<file path="src/rtl/core/ihc_pkg.sv">
package ihc_pkg;

  // Verdict codes, in the order the checks are made.
  localparam logic [2:0] VERDICT_ACCEPT     = 3'd0;
  localparam logic [2:0] VERDICT_SHORT      = 3'd1;
  localparam logic [2:0] VERDICT_MISMATCH   = 3'd2;
  localparam logic [2:0] VERDICT_HDR_LONG   = 3'd3;
  localparam logic [2:0] VERDICT_BAD_CSUM   = 3'd4;
  localparam logic [2:0] VERDICT_FRAGMENTED = 3'd5;

  // Protocol classes.
  localparam logic [1:0] CLASS_ICMP  = 2'd0;
  localparam logic [1:0] CLASS_TCP   = 2'd1;
  localparam logic [1:0] CLASS_UDP   = 2'd2;
  localparam logic [1:0] CLASS_OTHER = 2'd3;

  // Protocol numbers that get a class of their own.
  localparam logic [7:0] PROTO_ICMP = 8'd1;
  localparam logic [7:0] PROTO_TCP  = 8'd6;
  localparam logic [7:0] PROTO_UDP  = 8'd17;

  // Header word positions that carry fields of interest.
  localparam logic [4:0] WORD_TOTAL_LEN = 5'd1;
  localparam logic [4:0] WORD_FRAG      = 5'd3;
  localparam logic [4:0] WORD_PROTO     = 5'd4;
  localparam logic [4:0] WORD_SRC_HI    = 5'd6;
  localparam logic [4:0] WORD_SRC_LO    = 5'd7;

  localparam logic [15:0] MIN_FRAME_BYTES = 16'd20;
  localparam logic [15:0] DF_MASK         = 16'h4000;
  localparam logic [15:0] CSUM_GOOD       = 16'hFFFF;

  localparam int IN_DATA_W  = 32;
  localparam int OUT_DATA_W = 72;

  typedef struct packed {
    logic        start_req;
    logic [15:0] frame_length;
    logic [15:0] header_word;
  } in_item_t;

  typedef struct packed {
    logic [15:0] payload_length;
    logic [5:0]  payload_offset;
    logic [31:0] source_address;
    logic [7:0]  protocol_number;
    logic [1:0]  proto_class;
    logic [2:0]  verdict;
  } result_t;

endpackage

</file>
<file path="src/rtl/core/ihc_step.sv">
module ihc_step (
  input  logic              clk,
  input  logic              rst,
  input  logic              go,
  input  ihc_pkg::in_item_t item,
  output logic              res_valid,
  output ihc_pkg::result_t  res
);
  import ihc_pkg::*;

  function automatic logic [15:0] oc_add(input logic [15:0] a, input logic [15:0] b);
    logic [16:0] s;
    logic [16:0] t;
    s = {1'b0, a} + {1'b0, b};
    t = {1'b0, s[15:0]} + {16'b0, s[16]};
    return t[15:0];
  endfunction

  logic [4:0]  word_index, word_index_next;
  logic        verdict_done, verdict_done_next;
  logic [15:0] ones_sum, ones_sum_next;
  logic [3:0]  header_words, header_words_next;
  logic [15:0] ip_len, ip_len_next;
  logic [15:0] frame_len, frame_len_next;
  logic [15:0] frag_field, frag_field_next;
  logic [7:0]  proto_byte, proto_byte_next;
  logic [31:0] src_addr, src_addr_next;

  logic [2:0]  verdict;
  logic [4:0]  hw2;
  logic [4:0]  last_word;
  logic [5:0]  hbytes;
  logic        active;
  logic [15:0] w;

  always_comb begin
    word_index_next   = word_index;
    verdict_done_next = verdict_done;
    ones_sum_next     = ones_sum;
    header_words_next = header_words;
    ip_len_next       = ip_len;
    frame_len_next    = frame_len;
    frag_field_next   = frag_field;
    proto_byte_next   = proto_byte;
    src_addr_next     = src_addr;
    res_valid         = 1'b0;
    verdict           = VERDICT_ACCEPT;
    active            = 1'b1;
    w                 = item.header_word;

    if (item.start_req) begin
      word_index_next   = '0;
      verdict_done_next = 1'b0;
      ones_sum_next     = '0;
      ip_len_next       = '0;
      frag_field_next   = '0;
      proto_byte_next   = '0;
      src_addr_next     = '0;
      frame_len_next    = item.frame_length;
      header_words_next = w[11:8];
      if (item.frame_length < MIN_FRAME_BYTES) begin
        res_valid         = 1'b1;
        verdict           = VERDICT_SHORT;
        verdict_done_next = 1'b1;
        active            = 1'b0;
      end
    end else if (verdict_done) begin
      active = 1'b0;
    end

    hw2       = {header_words_next, 1'b0};
    last_word = (hw2 < 5'd8) ? 5'd7 : hw2 - 5'd1;
    hbytes    = {header_words_next, 2'b00};

    if (active) begin
      if (word_index_next < hw2) begin
        ones_sum_next = oc_add(ones_sum_next, w);
      end
      unique case (word_index_next)
        WORD_TOTAL_LEN: ip_len_next = w;
        WORD_FRAG:      frag_field_next = w;
        WORD_PROTO:     proto_byte_next = w[7:0];
        WORD_SRC_HI:    src_addr_next = {w, src_addr_next[15:0]};
        WORD_SRC_LO:    src_addr_next = {src_addr_next[31:16], w};
        default:        ;
      endcase

      priority if (word_index_next == WORD_TOTAL_LEN &&
                   frame_len_next < ip_len_next) begin
        res_valid = 1'b1;
        verdict   = VERDICT_MISMATCH;
      end else if (word_index_next == WORD_TOTAL_LEN &&
                   {10'b0, hbytes} > ip_len_next) begin
        res_valid = 1'b1;
        verdict   = VERDICT_HDR_LONG;
      end else if (word_index_next >= last_word) begin
        res_valid = 1'b1;
        if (ones_sum_next != CSUM_GOOD) begin
          verdict = VERDICT_BAD_CSUM;
        end else if ((frag_field_next & ~DF_MASK) != 16'h0000) begin
          verdict = VERDICT_FRAGMENTED;
        end else begin
          verdict = VERDICT_ACCEPT;
        end
      end else begin
        word_index_next = word_index_next + 5'd1;
      end

      if (res_valid) begin
        verdict_done_next = 1'b1;
      end
    end
  end

  // Result fields; a rejected datagram reports all of them but the verdict as zero.
  always_comb begin
    res         = '0;
    res.verdict = verdict;
    if (verdict == VERDICT_ACCEPT) begin
      priority if (proto_byte_next == PROTO_ICMP) begin
        res.proto_class = CLASS_ICMP;
      end else if (proto_byte_next == PROTO_TCP) begin
        res.proto_class = CLASS_TCP;
      end else if (proto_byte_next == PROTO_UDP) begin
        res.proto_class = CLASS_UDP;
      end else begin
        res.proto_class = CLASS_OTHER;
      end
      res.protocol_number = proto_byte_next;
      res.source_address  = src_addr_next;
      res.payload_offset  = hbytes;
      res.payload_length  = ip_len_next - {10'b0, hbytes};
    end
  end

  always_ff @(posedge clk) begin
    if (rst) begin
      word_index   <= '0;
      verdict_done <= 1'b1;
      ones_sum     <= '0;
      header_words <= '0;
      ip_len       <= '0;
      frame_len    <= '0;
      frag_field   <= '0;
      proto_byte   <= '0;
      src_addr     <= '0;
    end else if (go) begin
      word_index   <= word_index_next;
      verdict_done <= verdict_done_next;
      ones_sum     <= ones_sum_next;
      header_words <= header_words_next;
      ip_len       <= ip_len_next;
      frame_len    <= frame_len_next;
      frag_field   <= frag_field_next;
      proto_byte   <= proto_byte_next;
      src_addr     <= src_addr_next;
    end
  end

endmodule

</file>
<file path="src/rtl/core/ihc_out_reg.sv">
module ihc_out_reg (
  input  logic                              clk,
  input  logic                              rst,
  input  logic                              load,
  input  ihc_pkg::result_t                  res,
  output logic                              can_load,
  output logic                              m_tvalid,
  input  logic                              m_tready,
  output logic [ihc_pkg::OUT_DATA_W-1:0]    m_tdata
);
  import ihc_pkg::*;

  result_t held;

  // The slot takes a new result when it is empty or drains this cycle.
  assign can_load = !m_tvalid || m_tready;

  always_ff @(posedge clk) begin
    if (rst) begin
      m_tvalid <= 1'b0;
    end else if (can_load) begin
      m_tvalid <= load;
    end
  end

  always_ff @(posedge clk) begin
    if (can_load && load) begin
      held <= res;
    end
  end

  assign m_tdata = {{(OUT_DATA_W - $bits(result_t)){1'b0}}, held};

endmodule

</file>
<file path="src/rtl/core/ipv4_header_checker_top.sv">
// IPv4 receive header checker. Header words enter one per transfer on the
// slave stream, big-endian, with the first word of each datagram flagged in
// s_tuser and the (saturated) frame length carried alongside every word; only
// the first word's length is used. For each datagram the block delivers one
// result transfer on the master stream holding the verdict of the first
// failing check (short frame, length mismatch, header too long, bad header
// checksum, fragmented; zero means accepted) together with protocol class,
// protocol number, source address, payload offset and payload length, all
// zero for a rejected datagram. Words after the verdict are dropped until
// the next start word, and a start word in the middle of a datagram abandons
// it. The block takes one word per clock cycle unless back pressure stalls it:
// each word is registered in the input register, then the per-word step logic
// updates the header state and, when a verdict is reached, loads the output
// register, from which the result is offered on the master side. A short
// frame is decided on its start word, a length error on the second word, and
// every other verdict on word max(2*IHL, 8) - 1. Back pressure on the master
// side holds the input register only while a result waits and the held word
// would produce another; only then does the slave side stall.
module ipv4_header_checker_top (
  input  logic                           clk,
  input  logic                           rst,
  // s_tdata fields, lowest bit up: frame_length[15:0], header_word[31:16].
  input  logic                           s_tvalid,
  output logic                           s_tready,
  input  logic [ihc_pkg::IN_DATA_W-1:0]  s_tdata,
  // s_tuser fields: start_req[0].
  input  logic                           s_tuser,
  // m_tdata fields, lowest bit up: verdict[2:0], proto_class[4:3],
  // protocol_number[12:5], source_address[44:13], payload_offset[50:45],
  // payload_length[66:51], zero fill[71:67].
  output logic                           m_tvalid,
  input  logic                           m_tready,
  output logic [ihc_pkg::OUT_DATA_W-1:0] m_tdata
);
  import ihc_pkg::*;

  in_item_t in_item;
  logic     in_valid;
  logic     go;
  logic     can_load;
  logic     res_valid;
  result_t  res;

  // A held word is processed unless its result would find the output
  // register still occupied.
  assign go       = in_valid && (can_load || !res_valid);
  assign s_tready = !in_valid || go;

  always_ff @(posedge clk) begin
    if (rst) begin
      in_valid <= 1'b0;
    end else if (s_tready) begin
      in_valid <= s_tvalid;
    end
  end

  always_ff @(posedge clk) begin
    if (s_tready && s_tvalid) begin
      in_item.start_req    <= s_tuser;
      in_item.frame_length <= s_tdata[15:0];
      in_item.header_word  <= s_tdata[31:16];
    end
  end

  ihc_step u_step (
    .clk       (clk),
    .rst       (rst),
    .go        (go),
    .item      (in_item),
    .res_valid (res_valid),
    .res       (res)
  );

  ihc_out_reg u_out (
    .clk      (clk),
    .rst      (rst),
    .load     (go && res_valid),
    .res      (res),
    .can_load (can_load),
    .m_tvalid (m_tvalid),
    .m_tready (m_tready),
    .m_tdata  (m_tdata)
  );

endmodule

</file>
<file path="config.mk">
export PLATFORM = sky130hd
export DESIGN_NAME = ipv4_header_checker_top
export DESIGN_NICKNAME = d
export VERILOG_FILES = /design/src/rtl/core/ihc_pkg.sv /design/src/rtl/core/ihc_step.sv /design/src/rtl/core/ihc_out_reg.sv /design/src/rtl/core/ipv4_header_checker_top.sv
export SDC_FILE = /design/constraint.sdc
export NUM_CORES = 1
export LEC_CHECK = 0
export ABC_CLOCK_PERIOD_IN_PS = 29000
export BUFFER_PORTS_ARGS = -buffer_cell sky130_fd_sc_hd__buf_2
export CORE_UTILIZATION = 50
export DETAILED_ROUTE_END_ITERATION = 6
export PLACE_DENSITY = 0.69
export SLEW_MARGIN = 40
export SYNTH_ARGS = -nofsm -noshare
export SYNTH_HDL_FRONTEND = slang
export SYNTH_SLANG_ARGS = --single-unit
</file>
<file path="constraint.sdc">
create_clock -name clk -period 29 [get_ports clk]
set_input_delay 1.45 -clock clk [delete_from_list [all_inputs] [get_ports clk]]
set_output_delay 1.45 -clock clk [all_outputs]
set_load 0.05 [all_outputs]
</file>
==> key figures, run 1 <==
Timing
  – Final Hold Fails: 0
  – Tcrit/Tclk final: 25.6%
  – Clock Skew: 0.0163 ns
  – Worst slew pin tran: 0.902 ns
  – Minimum clock period: 7.41 ns
  – # setup viols final: 0
  – Setup TNS Final: 0 ns
  – Relative slew slack: 39.6%
  – Slew Limit Fails: 0
  – Max Freq: 0.135 GHz
  – Unrepaired setup endpoints after global routing: false

GRT
  – Antenna violations before repair: 0
  – Gr usage total: 25.9%
  – First-pass GRT wire length: 55,400 um
  – GR Overflow Total: 0
  – Vias in the first global route: 10,500
  – Pin count of the biggest net entering global routing: 95

Synth
  – Register area share after synthesis: 39.6%
  – YS warnings: 0
  – Mean post-synth cell area: 9.00 sq um
  – Mapped Cells: 1,472
  – Async S/R FF share, synth: 0%
  – Netlist cell types: 87
  – Synthesized area: 13,300 sq um
  – Prevailing post-synth register cell: dfxtp_1
  – #FFs+latches synth: 213
  – Post-synth EDFFs: 98

Min path
  – Hold path depth: 2
  – Hold Crit Start: u_step.ip_len[10]
  – Worst hold path class: reg2reg
  – Hold Path Sink: u_step.ip_len[10]

Drt
  – Antenna-violating nets left: 0
  – Router iterations before antenna repair: 5
  – Drt drc: 0
  – Vias/cell: 6.05
  – Routed via count: 11,300
  – Wire per inst: 18.9 um
  – Post-Route WL: 35,300 um
  – Iteration-0 DRC Markers: 1,221

Status
  – Status: finished clean

Placed design
  – GPL Wtd Cong: 0.915
  – DP Cell Count: 1,823
  – PortBufs: 103
  – HPWL Detailed: 23,600 um

Setup path
  – Crit Reg-Reg Endpoint: u_step.ones_sum[10]
  – CP max stage cell: buf_4
  – CP Class: reg2out
  – Slowest Stage Delay on Critical Path: 0.68 ns
  – CP Launch Type: flip-flop
  – Crit path buffers/inverters: 5
  – Max FO, Critical Path: 68
  – Worst-path cell chain: buf_4 -> buf_4 -> nor2b_1 -> ha_1 -> o21ai_2 -> buf_4 -> mux2i_1 -> ha_1 -> nand4_1 -> nor3_1 -> a211oi_1 -> o211ai_1 -> o31ai_2 -> o41a_2 -> buf_4 -> nand3_1 -> buf_2
  – R2r startpoint: in_item[32]
  – Arr. time, crit path: 5.96 ns
  – Reg2reg path depth: 21
  – CP delay by family, top: buffers and inverters
  – Data required, critical path: 27.55 ns
  – Crit path from: in_item[32]
  – CP dominant cell by count: buf_4
  – Setup slack, reg-to-reg: 22.19 ns
  – CP Capture Type: output pin

Cells and area
  – Fraction of layout cells with a size suffix above 1: 18.5%
  – Filler cell count: 2,281
  – Final cell utilization of the core: 57.0%
  – Multi-input gate area: 7470 sq um
  – P&R area growth vs syn: 12.1%
  – Antenna Cells: 0
  – Final Non-Filler Cells: 1,867
  – Seq. cell area: 5250 sq um
  – Nets: 1,596

Floorplanning
  – Core Rows: 59
  – Die outline height: 165 um
  – Starting density of the core: 50.9%
  – Die ar.: 27,200 sq um
  – Core region area: 26,100 sq um
  – Io pins: 111
  – Die Wd: 165 um

Clock network
  – Post-CTS sizing: 0
  – Number of hold buffers added after cts: 0
  – Post-CTS Setup Bufs: 0
  – Clk sinks: 213
  – Clock latency on the worst-skew pair: 0.53 ns
  – CTS buffer count: 24
  – CTS root buffer: clkbuf_16
  – Clk slew on worst S/H paths: 0.06 ns
  – CTS tree: done
  – H-tree depth: 1
  – Buffer depth of the longest clock path: 3

Power
  – Pleak: 5.95 nW
  – Pwr per Cell Area: 54.9 nW/um^2
  – Max rail drop VDD: 51.5 uV

Run
  – MaxCap Viol Count: 0
## worst max-delay path by stage
| stage | end | depth (start not counted) |
|---|---|---|
| floorplan | u_out.m_tdata[0] | 19 |
| CTS | s_tready | 17 |
| finish | s_tready | 17 |
| detailed placement | s_tready | 17 |
| global route | s_tready | 17 |
| global placement | u_step.frag_field[2] | 21 |
## worst min-delay path: stages (launching register included)
cell,delay (ns)
dfxtp_1,0.30
nand2_1,0.05
a21oi_1,0.05
## metrics by stage
step / power (mW) / instance area, sq um / setup slack [ns] / hold slack [ns]
after floorplan: 0.447 / 13300 / 18.95 / 0.432
after global placement: 0.482 / 13900 / 22.18 / 0.439
after detailed placement: 0.485 / 14000 / 22.06 / 0.442
after CTS: 0.820 / 14800 / 21.49 / 0.450
after global routing: 0.846 / 14900 / 21.22 / 0.471
final: 0.815 / 14900 / 21.59 / 0.450
## logic make-up (layout without fill, tap and decap cells)
kind of cell | after synthesis | in the layout | share of synthesized area, %
XOR/XNOR | 39 | 39 | 2.68
buffers and inverters | 145 | 199 | 4.85
flip-flops | 213 | 213 | 39.6
other | 1 | 7 | 0.0283
AND/OR/NAND/NOR | 572 | 572 | 20.1
AO/OA/AOI/OAI | 358 | 358 | 18.6
multiplexers | 99 | 99 | 9.82
adder cells (fa/ha/maj) | 45 | 45 | 4.30
## cells in the mapped netlist (13+ instances only)
master	number	area share (%)
nand4_1	19	0.90
mux2_2	17	1.4
o21ai_0	50	1.9
a22oi_1	95	5.4
edfxtp_1	98	22
mux2_4	57	6.5
dfxtp_1	115	17
inv_1	22	0.62
a21o_1	18	1.0
nand3_1	26	0.98
o211ai_1	16	0.91
buf_2	19	0.72
a21oi_1	78	2.9
xnor2_1	27	1.8
nor4_1	18	0.85
clkbuf_1	78	2.2
nand2_1	122	3.5
nand2b_1	13	0.61
ha_1	44	4.2
nor3_1	19	0.72
mux2i_1	22	1.7
a211oi_1	13	0.74
nor2b_1	36	1.7
nor2_1	261	7.4
## cell usage in the layout (no fill, tap or decap), types with 19 or more instances in the layout
cell / netlist / layout
nor2_1: 261 / 260
o21ai_0: 50 / 49
nor2b_1: 36 / 36
ha_1: 44 / 44
buf_2: 19 / 102
inv_1: 22 / 22
dfxtp_1: 115 / 115
mux2_4: 57 / 57
a21oi_1: 78 / 78
nand2_1: 122 / 121
a22oi_1: 95 / 95
xnor2_1: 27 / 27
nand3_1: 26 / 26
mux2i_1: 22 / 20
clkbuf_16: 0 / 26
buf_4: 8 / 26
nand4_1: 19 / 19
edfxtp_1: 98 / 98
## area by class of cell
type	instances	share of cell area (%)
timing repair buffer	132	5.10
tap	335	2.82
clock buffer	28	4.56
sequential	213	35.3
multi-input combinational	1120	50.3
inverter	23	0.581
clock inverter	16	1.37
## report_power, final
| group | switching [mW] | internal (mW) |
|---|---|---|
| sequential | 0.00890 | 0.326 |
| combinational | 0.0966 | 0.0508 |
| clock | 0.129 | 0.204 |
| total | 0.234 | 0.581 |
## sequential cells by signal, indices dropped and copies added (netlist names)
| register | cells |
|---|---|
| u_step.verdict_done | 1 |
| u_step.frame_len | 16 |
| u_step.ip_len | 16 |
| u_step.ones_sum | 16 |
| u_out.m_tvalid | 1 |
| in_item | 33 |
| u_step.word_index | 5 |
| u_out.m_tdata | 65 |
| u_step.proto_byte | 8 |
| in_valid | 1 |
| u_step.src_addr | 32 |
| u_step.header_words | 4 |
| u_step.frag_field | 15 |
## layer usage
| layer | vias to the layer above | share of wire, % | track usage [%] | wire (um) |
|---|---|---|---|---|
| li1 | 5435 | - | - | - |
| met1 | 5349 | 44 | 34.4 | 15400 |
| met2 | 437 | 45 | 41.6 | 15900 |
| met3 | 76 | 8.2 | 4.90 | 2890 |
| met4 | 0 | 3.3 | 9.80 | 1180 |
| met5 | - | 0 | 0 | 0 |
Note: power is estimated with default switching activity, not from simulation.
==> inputs of run 2 (changes only) <==
Settings changed: ABC_CLOCK_PERIOD_IN_PS 29000 to 7700.
Clock period 29 ns to 7.7 ns, I/O delays scaled along.
==> run 2 against run 1 <==
Register-to-register slack worse by 21 ns. Hold slack worse by 0.44 ns. Non-clock buffer count up 11. Sequential power rose to 3.8 times the previous value. Highest routed layer unchanged.
==> key figures, run 2 (synthesis results as in run 1) <==
GRT
  – GR Overflow Total: 0
  – Antenna violations before repair: 0
  – First-pass GRT wire length: 55,900 um
  – Pin count of the biggest net entering global routing: 64
  – Gr usage total: 26.2%
  – Vias in the first global route: 10,300

Timing
  – Final worst slack: 0.979 ns
  – Worst slew pin tran: 0.802 ns
  – Tcrit/Tclk final: 87.3%
  – Relative slew slack: 46.3%
  – Slew Limit Fails: 0
  – Minimum clock period: 6.72 ns
  – Clock Skew: 0.0153 ns
  – Final Hold Fails: 0
  – # setup viols final: 0
  – Max Freq: 0.149 GHz
  – Setup TNS Final: 0 ns
  – Unrepaired setup endpoints after global routing: false

Setup path
  – CP Launch Type: flip-flop
  – CP Class: reg2reg
  – Setup slack, reg-to-reg: 0.98 ns
  – Max FO, Critical Path: 39
  – Data required, critical path: 7.99 ns
  – Arr. time, crit path: 7.01 ns
  – CP Capture Type: flip-flop

Clock network
  – CTS buffer count: 25
  – CTS tree: done
  – H-tree depth: 1
  – Clk sinks: 213
  – Clock latency on the worst-skew pair: 0.55 ns
  – Clk slew on worst S/H paths: 0.06 ns
  – Post-CTS Setup Bufs: 0
  – Buffer depth of the longest clock path: 3
  – CTS root buffer: clkbuf_16
  – Post-CTS sizing: 0

Floorplanning
  – Die ar.: 27,200 sq um
  – Core Rows: 59
  – Io pins: 111
  – Die outline height: 165 um
  – Core region area: 26,100 sq um
  – Die Wd: 165 um
  – Starting density of the core: 50.9%

Power
  – Pwr per Cell Area: 201 nW/um^2
  – Max rail drop VDD: 166 uV
  – Pleak: 5.96 nW

Drt
  – Met2 Wirelength: 16,700 um
  – Router iterations before antenna repair: 6
  – Drt drc: 0
  – Top sig layer: met4
  – Routed via count: 11,400
  – Post-Route WL: 35,800 um
  – Met3 wire len: 2630 um
  – Vias/cell: 6.08
  – Antenna-violating nets left: 0
  – Wire per inst: 19.0 um
  – Iteration-0 DRC Markers: 1,111
  – WL met1: 15,300 um

Placed design
  – Dpl ws: 1.10 ns
  – GPL Wtd Cong: 0.911
  – HPWL Detailed: 24,400 um
  – PortBufs: 103

Cells and area
  – Fraction of layout cells with a size suffix above 1: 18.5%
  – Antenna Cells: 0
  – Filler cell count: 2,286
  – Nets: 1,608
  – Max reg flops: 65
  – Most common cell after layout, fill and taps aside: nor2_1
  – P&R area growth vs syn: 12.1%
  – Most frequent cells in the layout: 260 x nor2_1, 121 x nand2_1, 115 x dfxtp_1

Min path
  – Worst hold path class: in2reg

Status
  – Status: finished clean

Run
  – MaxCap Viol Count: 0
run 2: cell count changes in the layout (fill, tap and decap cells not counted), moves of 2 or more:
cell | before | now
buf_4 | 26 | 35
buf_8 | 2 | 0
dlygate4sd3_1 | 0 | 4
clkinvlp_4 | 0 | 3
clkbuf_1 | 0 | 7
bufinv_16 | 4 | 2
clkinv_4 | 3 | 0
run 2: repair_timing:
item | 4_1_cts | 5_1_grt
setup endpoints to repair | 0 | 0
endpoints found under the hold margin | 4 | 0
hold buffers | 4 | 0
run 2: per-stage QoR:
| step | cells | utilization, % | cell area, sq um | power [mW] | hold slack, ns |
|---|---|---|---|---|---|
| 3_3_place_gp | 1829 | 53.7 | 14000 | 1.82 | 0.438 |
| 6_report | 1879 | 57.0 | 14900 | 2.99 | 0.0115 |
| 5_1_grt | 1879 | 57.0 | 14900 | 3.10 | 0.00484 |
| 3_5_place_dp | 1829 | 53.7 | 14000 | 1.83 | 0.444 |
| 2_1_floorplan | 1478 | - | 13300 | 1.68 | 0.432 |
| 4_1_cts | 1878 | 57.0 | 14800 | 3.00 | 0.000158 |
run 2: layer usage:
metal	vias up	track usage, %
met3	69	3.62
met2	451	42.6
met5	-	0
li1	5472	-
met1	5428	35.7
met4	0	8.97
run 2: power by group:
group	leakage, nW	switching [mW]	total, mW	internal [mW]
registers	1.81	0.0403	1.27	1.23
logic	3.76	0.353	0.548	0.195
clock network	0.384	0.490	1.17	0.680
run 2: path summary, 6_finish.rpt:
check                                 startpoint           endpoint  depth (start not counted)
worst min register to register  u_step.ip_len[3]   u_step.ip_len[3]                          2
worst min-delay path                 s_tdata[29]        in_item[13]                          1
worst max-delay path                 in_item[32]  u_out.m_tdata[29]                         26
worst max register to register       in_item[32]  u_out.m_tdata[29]                         26
run 2: worst max-delay path, stage by stage, from the launching register on:
cell,delay (ns)
edfxtp_1,0.40
buf_4,0.26
inv_2,0.08
nand2_1,0.06
xnor2_1,0.16
ha_1,0.21
a21boi_0,0.09
nor4_1,0.49
o21ai_1,0.28
o21a_1,0.29
o21a_1,0.20
nand2b_1,0.07
a21oi_1,0.06
nor2_1,0.11
o21ai_0,0.09
nand2b_1,0.08
ha_1,0.17
nand2_1,0.05
a21oi_1,0.37
and3_1,0.28
nand4_1,0.25
or2_1,0.36
nor4_1,0.40
and4bb_1,0.32
nand2_4,0.56
buf_4,0.40
mux2_4,0.33
run 2: final cells by class:
cell class	count	area, sq um	share of cell area [%]
Clock buffer	33	666	4.48
Clock inverter	12	135	0.909
Inverter	23	86.3	0.581
Multi-Input combinational cell	1120	7470	50.2
Sequential cell	213	5250	35.3
Tap cell	335	419	2.82
Timing Repair Buffer	143	845	5.68
==> inputs of run 3 (changes only) <==
Settings changed: ABC_CLOCK_PERIOD_IN_PS 7700 to 6400.
Clock period 7.7 ns to 6.4 ns, I/O delays scaled along.
==> run 3 against run 2 <==
Register-to-register slack lost 0.30 ns. Cell count grew 2.4%. Highest routed layer unchanged. Wire length rose by 1.4%. Combinational power rose by 24%. Clock power up 18%. Global-route usage grew 0.46 points.
==> key figures, run 3 (synthesis results as in run 1) <==
GRT
  – First-pass GRT wire length: 56,900 um
  – GR met1 Demand/Resource: 36.4%
  – Gr usage total: 26.7%
  – GR Overflow Total: 0
  – GR Util met2: 43.2%
  – Vias in the first global route: 10,500
  – Top Usage Layer GRT: met2
  – Pin count of the biggest net entering global routing: 110
  – Antenna violations before repair: 0
  – Met3 global-route usage: 3.49%

Setup path
  – CP Launch Type: flip-flop
  – Crit path buffers/inverters: 5
  – CP delay by family, top: buffers and inverters
  – Slowest Stage Delay on Critical Path: 0.50 ns
  – Data required, critical path: 6.08 ns
  – Arr. time, crit path: 5.63 ns
  – CP Capture Type: output pin
  – Worst-path cell chain: buf_12 -> nor2b_1 -> ha_1 -> o21ai_2 -> buf_4 -> mux2i_1 -> ha_1 -> nand4_1 -> nor3_1 -> a211oi_1 -> o211ai_1 -> o31ai_1 -> buf_4 -> o41a_2 -> buf_6 -> nand3_1 -> buf_2
  – CP Class: reg2out
  – Max FO, Critical Path: 109
  – CP max stage cell: o41a_2

Cells and area
  – Seq. cell area: 5250 sq um
  – Nets: 1,651
  – Max reg flops: 65
  – P&R area growth vs syn: 15.2%
  – Most common cell after layout, fill and taps aside: nor2_1
  – Filler cell count: 2,286
  – Antenna Cells: 0
  – Multi-input gate area: 7460 sq um
  – Most frequent cells in the layout: 261 x nor2_1, 121 x nand2_1, 115 x dfxtp_1
  – Fraction of layout cells with a size suffix above 1: 18.8%
  – Final Instance Area: 15,300 sq um

Placed design
  – Dpl ws: 0.639 ns
  – HPWL Detailed: 24,700 um
  – GPL Wtd Cong: 0.902
  – PortBufs: 103
  – Cell area after placement: 14,100 sq um

Floorplanning
  – Die ar.: 27,200 sq um
  – Io pins: 111
  – Starting density of the core: 50.9%
  – Die outline height: 165 um
  – Die Wd: 165 um
  – Core region area: 26,100 sq um
  – Core Rows: 59

Drt
  – Post-Route WL: 36,300 um
  – Vias/cell: 5.98
  – Iteration-0 DRC Markers: 1,146
  – Router iterations before antenna repair: 6
  – Wire per inst: 18.9 um
  – Antenna-violating nets left: 0
  – Routed via count: 11,500
  – Drt drc: 0

Power
  – Max rail drop VDD: 204 uV
  – Pwr per Cell Area: 235 nW/um^2
  – Pleak: 6.17 nW

Timing
  – Final Hold Fails: 0
  – Worst slew pin tran: 0.815 ns
  – Minimum clock period: 5.95 ns
  – Max Freq: 0.168 GHz
  – Unrepaired setup endpoints after global routing: false
  – # setup viols final: 0
  – Relative slew slack: 44.1%
  – Clock Skew: 0.0113 ns
  – Tcrit/Tclk final: 93.0%
  – Setup TNS Final: 0 ns
  – Slew Limit Fails: 0
  – Final worst slack: 0.448 ns
  – Final Hold Slack: 0.111 ns

Run
  – MaxCap Viol Count: 0

Clock network
  – Buffer depth of the longest clock path: 3
  – CTS buffer count: 26
  – CTS tree: done
  – H-tree depth: 1
  – CTS root buffer: clkbuf_16
  – Clk sinks: 213
  – Clk slew on worst S/H paths: 0.06 ns
  – Post-CTS Setup Bufs: 0
  – Clock latency on the worst-skew pair: 0.54 ns

Min path
  – Worst hold path class: in2reg

Status
  – Status: finished clean
==> run 3: cell count changes in the layout (fill, tap and decap cells not counted), moves of 3 or more <==
| cell | delta |
|---|---|
| buf_4 | +10 |
| clkinv_2 | +3 |
| dlygate4sd3_1 | +29 |
| mux2i_1 | +3 |
| mux2i_2 | -3 |
==> run 3: report_power, final <==
part / leakage (nW) / switching [mW] / total [mW] / internal, mW
clock network: 0.391 / 0.592 / 1.38 / 0.786
registers: 1.81 / 0.0500 / 1.53 / 1.48
logic: 3.97 / 0.429 / 0.679 / 0.250
==> run 3: path summary, 6_finish.rpt <==
path	startpoint	end	slack (ns)	depth (start not counted)
max	in_item[32]	s_tready	0.45	17
min	s_tvalid	in_valid	0.11	3
max reg2reg	in_item[32]	u_step.ones_sum[9]	0.68	20
min reg2reg	u_step.ip_len[7]	u_step.ip_len[7]	0.45	2
==> run 3: layout make-up <==
| cell class | count | share of cell area, % |
|---|---|---|
| inverters | 23 | 0.565 |
| repair buffers | 185 | 8.26 |
| well taps | 335 | 2.75 |
| clock inverters | 12 | 0.516 |
| clock buffers | 36 | 4.70 |
| multi-input cells | 1120 | 48.9 |
| flip-flops and latches | 213 | 34.4 |
==> run 3: routing by layer <==
metal,vias up,routed length (um)
li1,5535,-
met1,5463,16100
met2,431,16700
met3,78,2270
met4,0,1260
met5,-,0
==> run 3: worst min-delay path, delay by kind of cell <==
| kind | cells | cell delay (ns) |
|---|---|---|
| compound gates | 1 | 0.12 |
| buf+inv | 2 | 0.16 |
==> run 3: metrics by stage <==
stage               instances  util, %  total power [mW]
floorplan                1478        -              2.03
global placement         1842     54.2              2.19
detailed placement       1843     54.2              2.21
CTS                      1924     58.6              3.60
global route             1924     58.6              3.72
finish                   1924     58.6              3.58
==> run 3: timing repair <==
item                                    4_1_cts  5_1_grt
hold endpoints to repair                     33        0
hold buffers                                 33        0
resized for setup                             0        1
endpoints found under the setup margin        0        1
